**src/hdl/cbc_pkg.sv**
```systemverilog
// ----------------------------------------------------------------------------
// cbc_pkg
// Shared widths, register indexes and stage bundles for the meshlet
// normal-cone backface cull pipeline.
// ----------------------------------------------------------------------------
package cbc_pkg;

  localparam int NUM_STG   = 6;   // register stages from input to result
  localparam int POS_W     = 32;  // Q16.16 positions
  localparam int AX_W      = 16;  // Q1.14 axis and cutoff
  localparam int D_W       = POS_W + 1;       // apex - view
  localparam int PROD_W    = D_W + AX_W;      // d * axis
  localparam int P_W       = PROD_W + 2;      // dot product
  localparam int PMAG_W    = P_W - 1;         // |p|
  localparam int PH_W      = PMAG_W / 2;      // half of |p|
  localparam int SQ_W      = 2 * D_W - 1;     // |d_i|^2
  localparam int S_W       = SQ_W + 1;        // |d|^2
  localparam int C2_W      = 2 * AX_W - 1;    // c^2
  localparam int SCH_W     = S_W / 3;         // S is split in three chunks
  localparam int M_W       = C2_W + SCH_W;    // c^2 * chunk
  localparam int WIDE_W    = 2 * PMAG_W;      // compare width
  localparam int CFG_IDX_W = 2;

  localparam logic [CFG_IDX_W-1:0] REG_VIEW_X = 2'd0;
  localparam logic [CFG_IDX_W-1:0] REG_VIEW_Y = 2'd1;
  localparam logic [CFG_IDX_W-1:0] REG_VIEW_Z = 2'd2;

  typedef struct packed {
    logic [NUM_STG-1:0] en;
    logic [NUM_STG-1:0] vld;
  } ctl_t;

  // Products of the front end.
  typedef struct packed {
    logic signed [PROD_W-1:0] prod_x;
    logic signed [PROD_W-1:0] prod_y;
    logic signed [PROD_W-1:0] prod_z;
    logic [SQ_W-1:0]          sq_x;
    logic [SQ_W-1:0]          sq_y;
    logic [SQ_W-1:0]          sq_z;
    logic [C2_W-1:0]          c2;
    logic                     c_neg;
    logic                     c_pos;
  } front_t;

  // Partial products of p^2 and c^2 * S.
  typedef struct packed {
    logic [2*PH_W-1:0] pp_hh;
    logic [2*PH_W-1:0] pp_hl;
    logic [2*PH_W-1:0] pp_ll;
    logic [M_W-1:0]    rs_m2;
    logic [M_W-1:0]    rs_m1;
    logic [M_W-1:0]    rs_m0;
    logic              s_zero;
    logic              p_neg;
    logic              c_neg;
    logic              c_pos;
  } part_t;

endpackage

```
**src/hdl/cbc_decide.sv**
```systemverilog
// ----------------------------------------------------------------------------
// cbc_decide
// Stage 5 assembles p^2 and c^2 * S from their pieces; stage 6 compares them
// by sign and magnitude and holds the cull flag for the output.
// ----------------------------------------------------------------------------
module cbc_decide import cbc_pkg::*; (
  input  logic  clk,
  input  ctl_t  ctl,
  input  part_t part,
  output logic  culled
);

  logic [WIDE_W-1:0] pp_r, rhs_r;
  logic              s_zero_r, p_neg_r, c_neg_r, c_pos_r;
  logic              culled_r;
  logic              culled_nxt;

  always_ff @(posedge clk) begin
    if (ctl.en[4]) begin
      pp_r  <= {part.pp_hh, {(2*PH_W){1'b0}}}
             + {{(PH_W-1){1'b0}}, part.pp_hl, {(PH_W+1){1'b0}}}
             + {{(2*PH_W){1'b0}}, part.pp_ll};
      rhs_r <= {{(WIDE_W-M_W-2*SCH_W){1'b0}}, part.rs_m2, {(2*SCH_W){1'b0}}}
             + {{(WIDE_W-M_W-SCH_W){1'b0}}, part.rs_m1, {SCH_W{1'b0}}}
             + {{(WIDE_W-M_W){1'b0}}, part.rs_m0};
      s_zero_r <= part.s_zero;
      p_neg_r  <= part.p_neg;
      c_neg_r  <= part.c_neg;
      c_pos_r  <= part.c_pos;
    end
  end

  // p < c*sqrt(S): signs settle most cases, squares settle the rest; with S = 0 the flag is set when c is positive.
  always_comb begin
    priority if (s_zero_r) begin
      culled_nxt = c_pos_r;
    end else if (!c_neg_r) begin
      culled_nxt = p_neg_r || (pp_r < rhs_r);
    end else begin
      culled_nxt = p_neg_r && (rhs_r < pp_r);
    end
  end

  always_ff @(posedge clk) begin
    if (ctl.en[5]) begin
      culled_r <= culled_nxt;
    end
  end

  assign culled = culled_r;

endmodule

```
**config.mk**
```make
export PLATFORM = sky130hd
export DESIGN_NAME = cbc_decide
export DESIGN_NICKNAME = d
export VERILOG_FILES = /design/src/hdl/cbc_pkg.sv /design/src/hdl/cbc_decide.sv
export SDC_FILE = /design/constraint.sdc
export NUM_CORES = 1
export LEC_CHECK = 0
export ABC_CLOCK_PERIOD_IN_PS = 4200
export BUFFER_PORTS_ARGS = -buffer_cell sky130_fd_sc_hd__buf_2
export CAP_MARGIN = 20
export CORE_MARGIN = 2
export CORE_UTILIZATION = 39
export CTS_CLUSTER_SIZE = 12
export DETAILED_ROUTE_END_ITERATION = 16
export MAX_ROUTING_LAYER = met4
export PLACE_DENSITY_LB_ADDON = 0.08
export SYNTH_ARGS = -nofsm -noshare
export SYNTH_HDL_FRONTEND = slang
export SYNTH_SLANG_ARGS = --single-unit
export TNS_END_PERCENT = 10
```
**constraint.sdc**
```tcl
create_clock -name clk -period 4.2 [get_ports clk]
set_input_delay 0.84 -clock clk [delete_from_list [all_inputs] [get_ports clk]]
set_output_delay 0.84 -clock clk [all_outputs]
set_load 0.1 [all_outputs]
```
# Yosys cells after proc, flatten, opt, wreduce, memory -nomap -nowiden
# Cells that the tools add are included.
[classes]
n_addsub = 4
order_cmp = 2
n_mux = 2
n_reduce_logical = 2
[op_table]
columns = ["op", "n"]
rows = [
  ["$lt A100 B100 Y1", 2],
  ["$add A100 B50 Y100", 1],
  ["$add A100 B76 Y100", 1],
  ["$add A98 B53 Y99", 1],
  ["$add A97 B75 Y98", 1],
  ["$mux W1", 2],
  ["$logic_and A1 B1 Y1", 1],
  ["$logic_or A1 B1 Y1", 1],
]
[totals]
ff_bits = 205
input_bits = 326

# Logic depth before layout (Yosys ltp)
[depth]
word_depth = 4
depth_mapped = 15

# Least setup slack after synthesis
# No wires, ideal clock.
[synth_path]
path_type = "input-to-reg"
from = "input port part[48] (netlist bit)"
to = "register rhs_r[78], data pin"
setup_ns = 0.262
t_arrival_ns = 3.409
slack_ns = 0.529
cell_stages = 14
n_path_buf = 1
cell_sequence = "inv_1 fa_1 inv_1 ha_1 nand4_1 nor4_1 nand2_1 a311oi_1 o31ai_1 a31oi_1 o211ai_1 buf_2 a21oi_1 xor2_1"
[synth_between]
elab_chain_len = 1
[synth_lines]
columns = ["item", "line_no", "text"]
rows = [
  ["start, declared", "cbc_decide.sv:9", "input part_t part,"],
  ["$add A98 B53 Y99", "cbc_decide.sv:25", "+ {{(WIDE_W-M_W){1'b0}}, part.rs_m0};"],
  ["end signal, assigned", "cbc_decide.sv:23", "rhs_r <= {{(WIDE_W-M_W-2*SCH_W){1'b0}}, part.rs_m2, {(2*SCH_W){1'b0}}}"],
  ["end, declared", "cbc_decide.sv:13", "logic [WIDE_W-1:0] pp_r, rhs_r;"],
]
# No other way between the ends.
# A chain may end at the register's enable or synchronous reset.

# Worst setup path in the final report
[layout_path]
from = "input port part[48] (netlist bit)"
to = "register rhs_r[80], data pin"
# The elaborated chain is that of the path after synthesis.

==> results.cfg <==
[outcome]
outcome = finished, final reports clean

[floorplan]
num_rows = 74
start_util_pct = 39.7
die_x_um = 208
die_y_um = 208
core_um2 = 41000
die_area_um2 = 43400
ios = 327

[critical_path]
crit_buf_inv = 6
crit_chain = buf_2, inv_1, fa_1, inv_1, ha_1, nand4_1, nor4_1, nand2_1, a311oi_1, buf_4, o31ai_2, a31oi_1, buf_4, o211ai_1, buf_4, a21boi_0, xor2_1
path_common_cell = buf_4
worstSetupPathType = in -> reg
slowest_delay_ns = 0.60
crit_family = simple AND/OR/NAND/NOR gates
end_kind = flop
crit_required_ns = 4.46
cp.arrival_ns = 4.17
worstSetupStartpointType = primary input
cp_slowest_cell = nor4_1
cp_max_fo = 11

[grt]
grt_usage_pct = 20.8
overflow = 0
grt_pass1_wl_um = 70900
grt_pass1_vias = 13700
antenna_found_initial = 6
grt_max_degree = 84

[final_layout]
finalNetCount = 2601
multiInputGateArea_um2 = 9530
drive_above_1_share_pct = 22.6
seq_area_um2 = 6100
area_growth_syn_to_layout_pct = 21.8
nFillCells = 3951

[synth]
synth_edf_count = 203
synth_cells = 1635
ys_seq_area_share_pct = 37.4
synth_compound_area_share_pct = 19.3
synth-simple-area-share_pct = 11.7
synth_fp_nets = 2217
syn_area_per_cell_um2 = 9.97
muxShareOfSynthArea_pct = 0
synth-main-ff-cell = edfxtp_1
yosysWarnings = 0
syn-cell-area_um2 = 16300
synth-adder-area-share_pct = 20.2
synth_seq_cells = 203
ys_types = 75
async_flop_share_pct = 0
synth-xor-area-share_pct = 7.25
synth_top_family_by_area = adder cells

[cts]
cts_hold_buffers = 0
clock-sinks = 203
cts_resized = 0
cts_buffer_depth = 3
cts_made_buffers = 24
clk_latency_ns = 0.52
clk_transition_reported_paths_ns = 0.06
cts_tree = yes
cts_root_buffer = clkbuf_16
postCtsSetupBuffers = 0
h-tree-depth = 1

[timing]
fin_skew_ns = 0.0186
worst_pin_slew_ns = 0.725
finalHoldViolCount = 0
whs_ns = 0.506
rsz0062_at_grt = false
final.period_utilization_pct = 93.0
setup_viol = 0
clock.fmax_ghz = 0.256
slew_viol_final = 0
slew_headroom_pct = 51.6
min_period_ns = 3.91

[placement]
place_congestion = 0.885
hpwl_um = 36700
port_buffers = 316

[pwr]
power_mw = 7.03
p_per_area_nw_per_um2 = 354
p_leak_nw = 9.24
max-vdd-ir-drop_v = 0.000246

[detailed_routing]
ant_nets = 0
initialDrtViolationCount = 758
num_vias = 13700
routed_wl_um = 44700
drc = 0
detail_route.wl_per_cell_um = 17.3
first_pass_iters = 5
viasPerCell = 5.30

[worst_hold_path]
hold_path.class = in -> reg

[job]
cap_violations = 0
state kept, by name (all words and copies together), names as in the netlist:
register and flops:
rhs_r 98, p_neg_r 1, c_neg_r 1, culled 1, c_pos_r 1, s_zero_r 1, pp_r 100
metal layers:
layer / global-route usage (%) / part of all wire, % / wire length [µm]
met1: 28.4 / 47 / 21000
met2: 33.2 / 46 / 20400
met3: 2.07 / 5.1 / 2300
met4: 5.53 / 2.2 / 998
met5: - / 0 / 0
cell usage after synthesis, drive strengths merged (26+ instances only):
cell / number / area share (%)
inv: 129 / 3.0
nand2: 113 / 2.6
o21ai: 74 / 2.3
a21o: 78 / 3.6
nand4: 48 / 1.9
ha: 245 / 19
nor2: 91 / 2.1
a21oi: 160 / 4.9
xnor2: 61 / 3.3
xor2: 74 / 4.0
edfxtp: 203 / 37
nand3: 31 / 0.98
clkbuf: 26 / 0.60
kinds of logic (layout without fill, tap and decap cells):
| logic type | after synthesis | in the layout |
|---|---|---|
| DFF | 203 | 203 |
| AOI/OAI and AO/OA | 479 | 479 |
| buffers and inverters | 175 | 577 |
| xor gates and xnor gates | 135 | 135 |
| other | 0 | 9 |
| and+or+nand+nor | 387 | 387 |
| adders and majority gates | 256 | 256 |
worst reg2reg max path, cell delays in order, from the launching register on:
cell and delay, ns:
edfxtp_1 0.41, inv_1 0.08, ha_1 0.24, a21o_1 0.16, a21o_1 0.17, a221oi_1 0.21, o21ai_0 0.27, a221oi_1 0.41
a31oi_1 0.18, a211oi_1 0.25, o21ai_0 0.13, o311a_1 0.16
cells in the final DEF (no fill, tap or decap), drive strengths merged, types with 4 or more instances in the layout:
cell type / netlist / final
edfxtp: 203 / 203
xor2: 74 / 74
a221oi: 7 / 7
or2: 4 / 4
o31ai: 12 / 12
clkbuf: 26 / 31
nor3: 22 / 22
a221o: 4 / 4
a21oi: 160 / 160
nand3: 31 / 31
nand2: 113 / 113
a211oi: 15 / 15
a211o: 5 / 5
o21ai: 74 / 74
o311ai: 4 / 4
o21bai: 19 / 19
a21o: 78 / 78
buf: 20 / 403
o2111ai: 4 / 4
o211ai: 19 / 19
nor4: 11 / 11
nor2b: 12 / 12
and4: 8 / 8
nand4: 48 / 48
diode: 0 / 9
fa: 11 / 11
a21boi: 19 / 19
inv: 129 / 129
and2: 8 / 8
nor2: 91 / 91
nand2b: 10 / 10
clkinv: 0 / 8
o21a: 15 / 15
and3: 22 / 22
a31oi: 17 / 17
xnor2: 61 / 61
ha: 245 / 245
metrics by stage:
step | instance area [µm²] | utilization [%] | worst slack (ns) | std cells | setup TNS, ns
floorplan | 16300 | - | 0.529 | 1635 | 0
global placement | 19000 | 46.4 | -0.337 | 2525 | -3.42
detailed placement | 19000 | 46.4 | -0.384 | 2525 | -3.80
CTS | 19800 | 48.3 | 0.167 | 2569 | 0
global route | 19800 | 48.4 | 0.0963 | 2575 | 0
finish | 19800 | 48.4 | 0.295 | 2578 | 0
cell type report:
type / count / area share, %
Clock buffer: 30 / 3.25
Multi-Input combinational cell: 1257 / 48.0
Clock inverter: 14 / 0.725
Antenna cell: 9 / 0.113
Sequential cell: 203 / 30.7
Tap cell: 532 / 3.35
Inverter: 129 / 2.44
Timing Repair Buffer: 404 / 11.4
power breakdown:
part           internal, mW  switching, mW  leakage (nW)  total (mW)
Combinational          1.00           1.24          6.89        2.24
Sequential             2.60          0.102          1.99        2.70
Clock                  1.27          0.814         0.372        2.08
final timing paths:
path / cells after the start / start / slack [ns] / endpoint
hold / removal: 1 / part[0] / 0.51 / c_pos_r$_DFFE_PP_
setup / recovery: 17 / part[48] / 0.29 / rhs_r[80]$_DFFE_PP_
setup reg to reg: 11 / pp_r[65]$_DFFE_PP_ / 1.23 / culled$_DFFE_PP_
hold reg to reg: 1 / s_zero_r$_DFFE_PP_ / 0.71 / culled$_DFFE_PP_
No activity file was read; power rests on OpenSTA's default activity.
