**config.mk**
```make
export PLATFORM = sky130hd
export DESIGN_NAME = cbc_ctrl
export DESIGN_NICKNAME = d
export VERILOG_FILES = /design/src/hdl/cbc_pkg.sv /design/src/hdl/cbc_ctrl.sv
export SDC_FILE = /design/constraint.sdc
export NUM_CORES = 1
export LEC_CHECK = 0
export BUFFER_PORTS_ARGS = -buffer_cell sky130_fd_sc_hd__clkbuf_2
export CAP_MARGIN = 20
export CORE_AREA = 8 8 45 47
export CTS_CLUSTER_DIAMETER = 150
export CTS_CLUSTER_SIZE = 28
export DETAILED_ROUTE_END_ITERATION = 6
export DIE_AREA = 0 0 53 55
export PLACE_DENSITY = 0.46
export REMOVE_ABC_BUFFERS = 1
export SYNTH_ARGS = -nofsm -noshare
export SYNTH_HDL_FRONTEND = slang
export SYNTH_SLANG_ARGS = --single-unit
```
**constraint.sdc**
```tcl
create_clock -name clk -period 2.54 [get_ports clk]
set_input_delay 0.508 -clock clk [delete_from_list [all_inputs] [get_ports clk]]
set_output_delay 0.508 -clock clk [all_outputs]
set_load 0.02 [all_outputs]
```
**src/hdl/cbc_pkg.sv**
```systemverilog
// ----------------------------------------------------------------------------
// cbc_pkg
// Shared widths, register indexes and stage bundles for the meshlet
// normal-cone backface cull pipeline.
// ----------------------------------------------------------------------------
package cbc_pkg;

  localparam int NUM_STG   = 6;   // register stages from input to result
  localparam int POS_W     = 32;  // Q16.16 positions
  localparam int AX_W      = 16;  // Q1.14 axis and cutoff
  localparam int D_W       = POS_W + 1;       // apex - view
  localparam int PROD_W    = D_W + AX_W;      // d * axis
  localparam int P_W       = PROD_W + 2;      // dot product
  localparam int PMAG_W    = P_W - 1;         // |p|
  localparam int PH_W      = PMAG_W / 2;      // half of |p|
  localparam int SQ_W      = 2 * D_W - 1;     // |d_i|^2
  localparam int S_W       = SQ_W + 1;        // |d|^2
  localparam int C2_W      = 2 * AX_W - 1;    // c^2
  localparam int SCH_W     = S_W / 3;         // S is split in three chunks
  localparam int M_W       = C2_W + SCH_W;    // c^2 * chunk
  localparam int WIDE_W    = 2 * PMAG_W;      // compare width
  localparam int CFG_IDX_W = 2;

  localparam logic [CFG_IDX_W-1:0] REG_VIEW_X = 2'd0;
  localparam logic [CFG_IDX_W-1:0] REG_VIEW_Y = 2'd1;
  localparam logic [CFG_IDX_W-1:0] REG_VIEW_Z = 2'd2;

  typedef struct packed {
    logic [NUM_STG-1:0] en;
    logic [NUM_STG-1:0] vld;
  } ctl_t;

  // Products of the front end.
  typedef struct packed {
    logic signed [PROD_W-1:0] prod_x;
    logic signed [PROD_W-1:0] prod_y;
    logic signed [PROD_W-1:0] prod_z;
    logic [SQ_W-1:0]          sq_x;
    logic [SQ_W-1:0]          sq_y;
    logic [SQ_W-1:0]          sq_z;
    logic [C2_W-1:0]          c2;
    logic                     c_neg;
    logic                     c_pos;
  } front_t;

  // Partial products of p^2 and c^2 * S.
  typedef struct packed {
    logic [2*PH_W-1:0] pp_hh;
    logic [2*PH_W-1:0] pp_hl;
    logic [2*PH_W-1:0] pp_ll;
    logic [M_W-1:0]    rs_m2;
    logic [M_W-1:0]    rs_m1;
    logic [M_W-1:0]    rs_m0;
    logic              s_zero;
    logic              p_neg;
    logic              c_neg;
    logic              c_pos;
  } part_t;

endpackage

```
**src/hdl/cbc_ctrl.sv**
```systemverilog
// ----------------------------------------------------------------------------
// cbc_ctrl
// Valid bits and per-stage load enables; a stage loads when it is empty or
// when the stage after it moves, so bubbles collapse under a stall.
// ----------------------------------------------------------------------------
module cbc_ctrl import cbc_pkg::*; (
  input  logic clk,
  input  logic rst_n,
  input  logic in_valid,
  output logic in_ready,
  output logic out_valid,
  input  logic out_ready,
  output ctl_t ctl
);

  logic [NUM_STG-1:0] vld_r;
  logic [NUM_STG-1:0] vld_nxt;
  logic [NUM_STG-1:0] en;

  always_comb begin
    en[NUM_STG-1] = !vld_r[NUM_STG-1] || out_ready;
    for (int k = NUM_STG - 2; k >= 0; k--) begin
      en[k] = !vld_r[k] || en[k+1];
    end
    vld_nxt[0] = en[0] ? in_valid : vld_r[0];
    for (int k = 1; k < NUM_STG; k++) begin
      vld_nxt[k] = en[k] ? vld_r[k-1] : vld_r[k];
    end
  end

  always_ff @(posedge clk) begin
    if (!rst_n) begin
      vld_r <= '0;
    end else begin
      vld_r <= vld_nxt;
    end
  end

  assign in_ready  = en[0];
  assign out_valid = vld_r[NUM_STG-1];
  assign ctl.en    = en;
  assign ctl.vld   = vld_r;

endmodule

```
-- Word level (Yosys, flattened, before mapping)
Cells that the tools add are included.
- reduce and logical (&&, ||, !) cells: 12
- operators by type and width (cell ; number):
    $logic_not 1->1 ; 6
    $logic_or 1x1->1 ; 6
- output and inout bits: 14
- register bits: 6
- logic and storage cells: 18
- input bits: 4

-- Longest topological paths before layout
Gate-level depths: netlist of the first run.
- depth in word-level cells: 7
- mapped depth: 5

-- Worst setup path after synthesis of the first run
No wires, ideal clock.
- path type: input-to-output
- start point: input port out_ready
- end point: output port ctl[6] in the netlist's numbering
- setup slack: 0.692 ns
- data arrival time: 1.340 ns
- cell stages on the path: 5
- data required time: 2.032 ns
- cell sequence: and4b_1 -> inv_1 -> nor2_1 -> inv_1 -> buf_4
- RTL lines (item ; line ; text):
    start, declared ; cbc_ctrl.sv:12 ; input logic out_ready,
    end, declared ; cbc_ctrl.sv:13 ; output ctl_t ctl

==> results of run 1 <==
==> layout by cell type, fill, tap and decap left out <==
cell / count
clkbuf_2: 17
dfxtp_1: 6
nand2_1: 4
o21a_1: 4
inv_1: 3
clkbuf_4: 3
nor2b_1: 2
and4b_1: 1
and2_4: 1
inv_2: 1
nand3_1: 1
nor2_1: 1
o21ai_2: 1
a21oi_1: 1
==> metrics by stage <==
step	utilization [%]	hold WS [ns]	instance area, um2
2_1_floorplan	-	0.548	234
3_3_place_gp	24.5	0.474	339
3_5_place_dp	24.5	0.477	339
4_1_cts	26.1	0.477	362
5_1_grt	26.1	0.481	362
6_report	26.1	0.479	362
==> logic make-up (layout without fill, tap and decap cells) <==
family,after synthesis,count (layout)
DFF,6,6
and+or+nand+nor,10,10
buffers and inverters,6,24
AOI/OAI and AO/OA,6,6
==> worst max path at each step <==
stage	start	endpoint	slack, ns	cells after the start
after CTS	vld_r[4]	ctl[6]	0.67	5
after floorplan	vld_r[5]	ctl[6]	0.75	4
final	vld_r[4]	ctl[6]	0.69	5
after global routing	vld_r[4]	ctl[6]	0.58	5
after detailed placement	out_ready	ctl[6]	0.69	6
after global placement	out_ready	ctl[6]	0.70	6
==> layer usage <==
metal / GRT usage (%) / vias up
met3: 4.01 / 0
met2: 5.47 / 20
li1: - / 123
met5: 0 / -
met4: 3.88 / 0
met1: 6.10 / 102
==> cell type report <==
type	instances	area (um2)
Fill cell	155	1020
Tap cell	16	20.0
Inverter	4	15.0
Clock buffer	3	22.5
Multi-Input combinational cell	16	98.8
Sequential cell	6	120
Timing Repair Buffer	17	85.1
==> where the power goes <==
group | switching [mW] | internal (mW) | leakage (nW)
registers | 0.00240 | 0.0970 | 0.0489
clock network | 0.0324 | 0.0533 | 0.0138
logic | 0.00760 | 0.00546 | 0.101
==> critical path, cell delays in order, from the launching register on <==
cell	delay, ns
dfxtp_1	0.38
and4b_1	0.27
inv_1	0.07
nor2_1	0.16
inv_1	0.07
clkbuf_2	0.16
==> impl_results.md, run 1 <==
- Num Clock Sinks: 6
- Core Region: 0.00138 mm2
- Detail Placement HPWL: 543 um
- Slack of the critical path: 0.690 ns
- Final TNS setup: 0 ns
- FMAX: 0.541 GHz
- Max Cap Viol: 0
- Via density: 3.95
- Setup slack, reg-to-reg: 1.49 ns
- Most flops, register: vld_r
- Die Wd: 53 um
- Worst reg2reg path depth: 4
- Largest family of logic cells by synthesized area: simple AND/OR/NAND/NOR gates
- Initial core utilization: 18.0%
- Hold_sp: vld_r[0]
- Synth cell count leaders: dfxtp_1 (6), nand2_1 (4), o21a_1 (4), inv_1 (3)
- XOR/XNOR share of the synthesized area: 0%
- Placed cells: 59
- Overflow after GRT: 0
- WL met1: 340 um
- Layout Area Growth over Synthesis: 45.2%
- GR Util All Layers: 5.03%
- Max Slew Vio Count: 0
- Die Area: 0.00292 mm2
- Die Y: 55 um
- Vias in the first global route: 266
- Post-CTS Resized: 0
- Longest Clk Path Bufs: 2
- Mux cell area share after synthesis: 0%
- Regs by FF count: vld_r: 6 flops
- Adder-Cell Fraction of Synth Area: 0%
- Clock root cell: clkbuf_4
- Antenna viol nets, final: 0
- Least-Margin Pin Slew: 0.249 ns
- Layout net count: 52
- Worst Path Max Fanout: 5
- Critical path launch point type: flop
- Critical Path AT: 1.34 ns
- Initial antenna violation count: 0
- RSZ-0062 raised after global routing: false
- GPL Wtd Cong: 0.742
- RR Startpoint: vld_r[4]
- Finish-stage setup viols: 0
- Post-CTS Hold Buffers: 0
- Fin. Hold Viols: 0
- Layout cells sized above 1: 50.0%
- Simple-Gate Fraction of Synth Area: 22.1%
- Pre-CTS setup slack: 0.693 ns
- Initial DRC count: 4
- Hold Path End: vld_r[1]
- WL/cell: 10.8 um
- Post-synth EDFFs: 0
- Max FFs per register: 6
- Leakage: 0.164 nW
- Synth Area per Inst: 8.89 um2
- Largest net degree at the start of global routing: 8
- Post-synth top area cell: dfxtp_1
- Worst-Skew Late Latency: 0.24 ns
- Top area cells in the synthesized netlist: dfxtp_1 (48%), o21a_1 (12%), buf_4 (6.0%), nand2_1 (6.0%), nor2b_1 (5.0%)
- Part of the Yosys area used for sequential elements: 48.2%
- Tcrit/Tclk final: 72.8%
- Synth warn: 0
- FF-to-FF End: vld_r[0]
- Overall power: 0.198 mW
- Crit path kind: reg -> out
- Async SR Flop Fraction: 0%
- H-tree levels: 1
- Uppermost layer routed: met3
- Cell Count, Final, Fillers Out: 62
- Inserted Diodes: 0
- Post-CTS Repair Setup Buffers: 0
- Relative slew slack: 83.4%
- CP required: 2.03 ns
- CTS buffer count: 3
- Commonest register cell after synthesis: dfxtp_1
- Port bufs: 17
- Hold Path Class: reg -> reg
- DR pass1 iterations: 2
- Setup Skew: 0.00172 ns
- Maximum vdd drop: 0.197 mV
- Compound-gate portion of the synthesized area: 17.6%
- Drc violations: 0
- Worst Hold Depth: 2
- First-pass GRT wire length: 1050 um
- Post-synthesis instance total: 28
- Via count: 245
- WL met2: 188 um
- Post-synthesis cell area: 249 um2
- Synth Register Bits: 6
- Minimum clock period: 1.85 ns
- CP endpoint kind: primary output
- Outcome: complete, no violations
- TritonCTS clock tree: done
- Synth cell types: 13
- Top-area cell type share of the netlist area: 48.2%
- Drt total wl: 670 um
- Met3 WL: 140 um
- Io pins: 18
- Row cnt: 14
- Worst-path clk slew: 0.04 ns
- Pwr dens: 548 mW/mm2
- Count leader, synth: dfxtp_1
Power figures use the tool's default switching activity.
==> run 2: changes to the inputs <==
Clock period 2.54 ns to 1.8 ns, I/O delays scaled along.
==> run 2 against run 1 <==
  * First-iteration DRC count is 50% lower
  * Clock skew hardly changed
  * Combinational power is 39% higher
  * Clock-buffer cell count stayed put
  * Register-to-register slack worse by 0.71 ns
  * Critical endpoint is now in_ready
==> impl_results.md, run 2 (synthesis results as in run 1) <==
- Post-CTS Resized: 0 (unchanged)
- Most flops, register: vld_r
- CP required: 1.44 ns (-0.59 ns)
- Worst reg2reg path depth: 4 (unchanged)
- Post-CTS Hold Buffers: 0 (unchanged)
- Worst-Skew Late Latency: 0.24 ns (about the same)
- Longest Clk Path Bufs: 2 (unchanged)
- Worst Path Max Fanout: 5 (unchanged)
- Layout cells sized above 1: 50.0% (unchanged)
- FMAX: 0.602 GHz
- DR pass1 iterations: 2 (unchanged)
- Tcrit/Tclk final: 92.3%
- Via density: 3.92 (-0.82%)
- Num Clock Sinks: 6 (unchanged)
- Fillers: 147 (-5.2%)
- Core Region: 0.00138 mm2 (unchanged)
- Cell area after layout: 362 um2 (unchanged)
- Crit path largest cell delay: 0.37 ns (about the same)
- Via count: 243 (-0.82%)
- H-tree levels: 1 (unchanged)
- Regs by FF count: vld_r: 6 flops
- Minimum clock period: 1.66 ns
- GR Util All Layers: 4.54% (-0.49 points)
- Clock root cell: clkbuf_4
- Post-CTS Repair Setup Buffers: 0 (unchanged)
- CTS buffer count: 3 (unchanged)
- FF-to-FF End: vld_r[1]
- Antenna viol nets, final: 0 (unchanged)
- Maximum vdd drop: 0.402 mV (+100%)
- Critical path's slowest cell: dfxtp_1
- Worst path cell trace: and4b_1 > inv_1 > nor2_1 > inv_1 > clkbuf_2
- Layout net count: 52 (unchanged)
- RSZ-0062 raised after global routing: false
- Critical path launch point type: flop
- Placed cell area: 339 um2 (unchanged)
- WP buf/inv: 3 (unchanged)
- Io pins: 18 (unchanged)
- Drc violations: 0 (unchanged)
- Inserted Diodes: 0 (unchanged)
- Vias in the first global route: 231 (-13%)
- Crit path kind: reg -> out
- Max Slew Vio Count: 0 (unchanged)
- Hold Path Class: in -> reg
- Detail Placement HPWL: 530 um (-2.2%)
- First-pass GRT wire length: 910 um (-13%)
- Worst-path clk slew: 0.04 ns (about the same)
- Drt total wl: 633 um (-5.5%)
- Final TNS setup: 0 ns (unchanged)
- Hold_sp: in_valid
- Die Area: 0.00292 mm2 (unchanged)
- Least-Margin Pin Slew: 0.244 ns (-0.00513 ns)
- Critical Path AT: 1.30 ns (-0.04 ns)
- Hold Path End: vld_r[0]
- Relative slew slack: 83.7% (+0.34 points)
- Commonest non-fill, non-tap cell in the layout: clkbuf_2
- Layout Area Growth over Synthesis: 45.2% (unchanged)
- Row cnt: 14 (unchanged)
- Worst Hold Depth: 2 (unchanged)
- Pwr dens: 774 mW/mm2 (+41%)
- Die Wd: 53 um (unchanged)
- Max Cap Viol: 0 (unchanged)
- Setup Skew: 0.00136 ns (-0.000356 ns)
- Fin. Hold Viols: 0 (unchanged)
- Setup slack, reg-to-reg: 0.78 ns (-0.71 ns)
- Port bufs: 17 (unchanged)
- Max FFs per register: 6 (unchanged)
- Commonest non-fill, non-tap cells in the layout: clkbuf_2 (17), dfxtp_1 (6), nand2_1 (4), o21a_1 (4)
- Finish-stage setup viols: 0 (unchanged)
- GPL Wtd Cong: 0.713 (-3.9%)
- Initial core utilization: 18.0% (unchanged)
- TritonCTS clock tree: done
- CP endpoint kind: primary output
- Crit-path most repeated cell: inv_1
- Initial DRC count: 2 (-2)
- RR Startpoint: vld_r[4]
- Top Family by Delay on Critical Path: simple AND/OR/NAND/NOR gates
- Overflow after GRT: 0 (unchanged)
- Die Y: 55 um (unchanged)
- Outcome: complete, no violations
- Initial antenna violation count: 0 (unchanged)
- WL/cell: 10.2 um (-5.5%)
- Largest net degree at the start of global routing: 8 (unchanged)
- Leakage: 0.164 nW (unchanged)
run 2: cell counts in the layout (fill, tap and decap cells not counted):
Identical to the previous run, type by type.
run 2: where the power goes:
group	switching, mW	internal (mW)	total, mW	leakage (nW)
registers	0.00332	0.137	0.140	0.0489
logic	0.0105	0.00769	0.0182	0.101
clock network	0.0463	0.0753	0.122	0.0138
run 2: final cells by class:
class / instances / area, um2 / share of cell area [%]
clock buffer: 3 / 22.5 / 6.23
multi-input combinational: 16 / 98.8 / 27.3
sequential: 6 / 120 / 33.2
tap: 16 / 20.0 / 5.54
inverter: 4 / 15.0 / 4.15
timing repair buffer: 17 / 85.1 / 23.5
run 2: through the flow:
stage / instances / utilization, % / hold slack (ns) / setup WS, ns / power (mW)
finish: 62 / 26.1 / 0.328 / 0.139 / 0.280
floorplan: 26 / - / 0.477 / 0.155 / 0.151
global placement: 59 / 24.5 / 0.476 / 0.285 / 0.161
CTS: 62 / 26.1 / 0.322 / 0.129 / 0.287
global route: 62 / 26.1 / 0.333 / 0.0393 / 0.297
detailed placement: 59 / 24.5 / 0.476 / 0.282 / 0.161
run 2: worst max-delay path by stage:
stage          endpoint      start  depth (start not counted)  slack, ns
4_1_cts        in_ready   vld_r[4]                          5       0.13
3_5_place_dp   in_ready  out_ready                          6       0.28
5_1_grt          ctl[6]   vld_r[4]                          5       0.04
3_3_place_gp     ctl[6]  out_ready                          6       0.28
6_report       in_ready   vld_r[4]                          5       0.14
2_1_floorplan    ctl[6]   vld_r[5]                          4       0.15
run 2: per-layer routing:
| layer | global-route usage [%] | part of all wire (%) | vias up |
|---|---|---|---|
| met5 | 0 | 0 | - |
| met4 | 1.29 | 0 | 0 |
| met3 | 5.88 | 27 | 0 |
| met2 | 4.69 | 28 | 21 |
| met1 | 5.18 | 45 | 97 |
| li1 | - | - | 125 |
==> run 3: changes to the inputs <==
Settings changed: BUFFER_PORTS_ARGS -buffer_cell sky130_fd_sc_hd__clkbuf_2 to -buffer_cell sky130_fd_sc_hd__buf_2.
==> run 3 against run 2 <==
  * Clock-buffer cell count unchanged
  * Power up 0.46%
  * Maximum frequency down 0.40%
  * First-iteration DRC count grew 50%
  * Via count grew 1.2%
  * Worst setup slack got worse by 0.0067 ns
  * Sequential share of layout area did not move
  * Combinational power hardly changed
==> impl_results.md, run 3 (synthesis results as in run 1) <==
- Die Wd: 53 um (unchanged)
- FMAX: 0.600 GHz (-0.40%)
- Post-CTS Repair Setup Buffers: 0 (unchanged)
- Overflow after GRT: 0 (unchanged)
- Die Area: 0.00292 mm2 (unchanged)
- Max FFs per register: 6 (unchanged)
- Least-Margin Pin Slew: 0.243 ns (-0.000496 ns)
- Io pins: 18 (unchanged)
- Drt total wl: 659 um (+4.1%)
- Fin. Hold Viols: 0 (unchanged)
- Layout cells sized above 1: 50.0% (unchanged)
- TritonCTS clock tree: done
- Via count: 246 (+1.2%)
- GPL Wtd Cong: 0.722 (+1.2%)
- Drc violations: 0 (unchanged)
- CP required: 1.44 ns (about the same)
- Antenna viol nets, final: 0 (unchanged)
- Die Y: 55 um (unchanged)
- Worst-Skew Late Latency: 0.24 ns (about the same)
- WL/cell: 10.6 um (+4.1%)
- Tcrit/Tclk final: 92.7% (+0.37 points)
- Finish-stage setup viols: 0 (unchanged)
- Outcome: complete, no violations
- GR Util All Layers: 5.30% (+0.77 points)
- Critical path launch point type: flop
- Crit-path most repeated cell: inv_1
- Cell area after layout: 362 um2 (unchanged)
- Vias in the first global route: 273 (+18%)
- Regs by FF count: vld_r: 6 flops
- Layout net count: 52 (unchanged)
- Max Slew Vio Count: 0 (unchanged)
- Detail Placement HPWL: 524 um (-1.2%)
- Port bufs: 17 (unchanged)
- Placed cells: 59 (unchanged)
- Worst path cell trace: and4b_1 > inv_1 > nor2_1 > inv_1 > buf_2
- Commonest non-fill, non-tap cells in the layout: buf_2 (17), dfxtp_1 (6), nand2_1 (4), o21a_1 (4)
- Minimum clock period: 1.67 ns (+0.00674 ns)
- Initial DRC count: 3 (+1)
- Layout Area Growth over Synthesis: 45.2% (unchanged)
- Post-CTS Resized: 0 (unchanged)
- CP endpoint kind: primary output
- WP buf/inv: 3 (unchanged)
- Top Family by Delay on Critical Path: simple AND/OR/NAND/NOR gates
- Core Region: 0.00138 mm2 (unchanged)
- Worst-path clk slew: 0.05 ns (about the same)
- Critical path's slowest cell: dfxtp_1
- Critical Path AT: 1.31 ns (about the same)
- Initial antenna violation count: 0 (unchanged)
- RSZ-0062 raised after global routing: false
- Via density: 3.97 (+1.2%)
- Post-CTS Hold Buffers: 0 (unchanged)
- Final TNS setup: 0 ns (unchanged)
- Worst Path Max Fanout: 5 (unchanged)
- Fillers: 153 (+4.1%)
- Relative slew slack: 83.7% (about the same)
- Maximum vdd drop: 0.179 mV (-55%)
- Setup Skew: 0.000302 ns (-0.00106 ns)
- Longest Clk Path Bufs: 2 (unchanged)
- Clock root cell: clkbuf_4
- Placed cell area: 339 um2 (unchanged)
- Cell Count, Final, Fillers Out: 62 (unchanged)
- First-pass GRT wire length: 1060 um (+16%)
- Most flops, register: vld_r
- Num Clock Sinks: 6 (unchanged)
- DR pass1 iterations: 4 (+2)
- Crit path kind: reg -> out
- Max Cap Viol: 0 (unchanged)
- H-tree levels: 1 (unchanged)
- Inserted Diodes: 0 (unchanged)
- Crit path largest cell delay: 0.38 ns (about the same)
- Largest net degree at the start of global routing: 8 (unchanged)
- Row cnt: 14 (unchanged)
- Initial core utilization: 18.0% (unchanged)
- Commonest non-fill, non-tap cell in the layout: buf_2
- Hold Path Class: in -> reg
- Leakage: 0.159 nW (-3.0%)
- CTS buffer count: 3 (unchanged)
- Pwr dens: 778 mW/mm2 (+0.46%)
-- run 3: cell types whose count changed in the layout (fill, tap and decap cells not counted) --
cell | previous run | this run
buf_2 | 0 | 17
clkbuf_2 | 17 | 0
-- run 3: routing by layer --
metal	GRT usage [%]	routed length, um	vias to the layer above
li1	-	-	123
met1	6.54	360	105
met2	5.47	188	18
met3	3.74	110	0
met4	5.17	0	0
met5	0	0	-
-- run 3: cell type report --
cell class	count	area, um2	share of cell area, %
flip-flops and latches	6	120	33.2
repair buffers	17	85.1	23.5
well taps	16	20.0	5.54
clock buffers	3	22.5	6.23
inverters	4	15.0	4.15
multi-input cells	16	98.8	27.3
-- run 3: through the flow --
| stage | util [%] | setup slack, ns | hold slack, ns | total power, mW |
|---|---|---|---|---|
| 2_1_floorplan | - | 0.155 | 0.477 | 0.151 |
| 5_1_grt | 26.1 | 0.0103 | 0.329 | 0.305 |
| 3_5_place_dp | 24.5 | 0.270 | 0.483 | 0.161 |
| 6_report | 26.1 | 0.132 | 0.335 | 0.281 |
| 3_3_place_gp | 24.5 | 0.265 | 0.477 | 0.161 |
| 4_1_cts | 26.1 | 0.112 | 0.327 | 0.293 |
-- run 3: report_power, final --
part / internal (mW) / switching [mW] / total, mW
clock: 0.0754 / 0.0476 / 0.123
sequential: 0.137 / 0.00342 / 0.140
combinational: 0.00780 / 0.0103 / 0.0181
-- run 3: worst paths after layout --
check / start / endpoint / slack (ns) / cells after the start
worst max-delay path: vld_r[4] / ctl[6] / 0.13 / 5
worst min-delay path: in_valid / vld_r[0] / 0.33 / 2
worst max register to register: vld_r[4] / vld_r[1] / 0.78 / 4
worst min register to register: vld_r[0] / vld_r[1] / 0.48 / 2
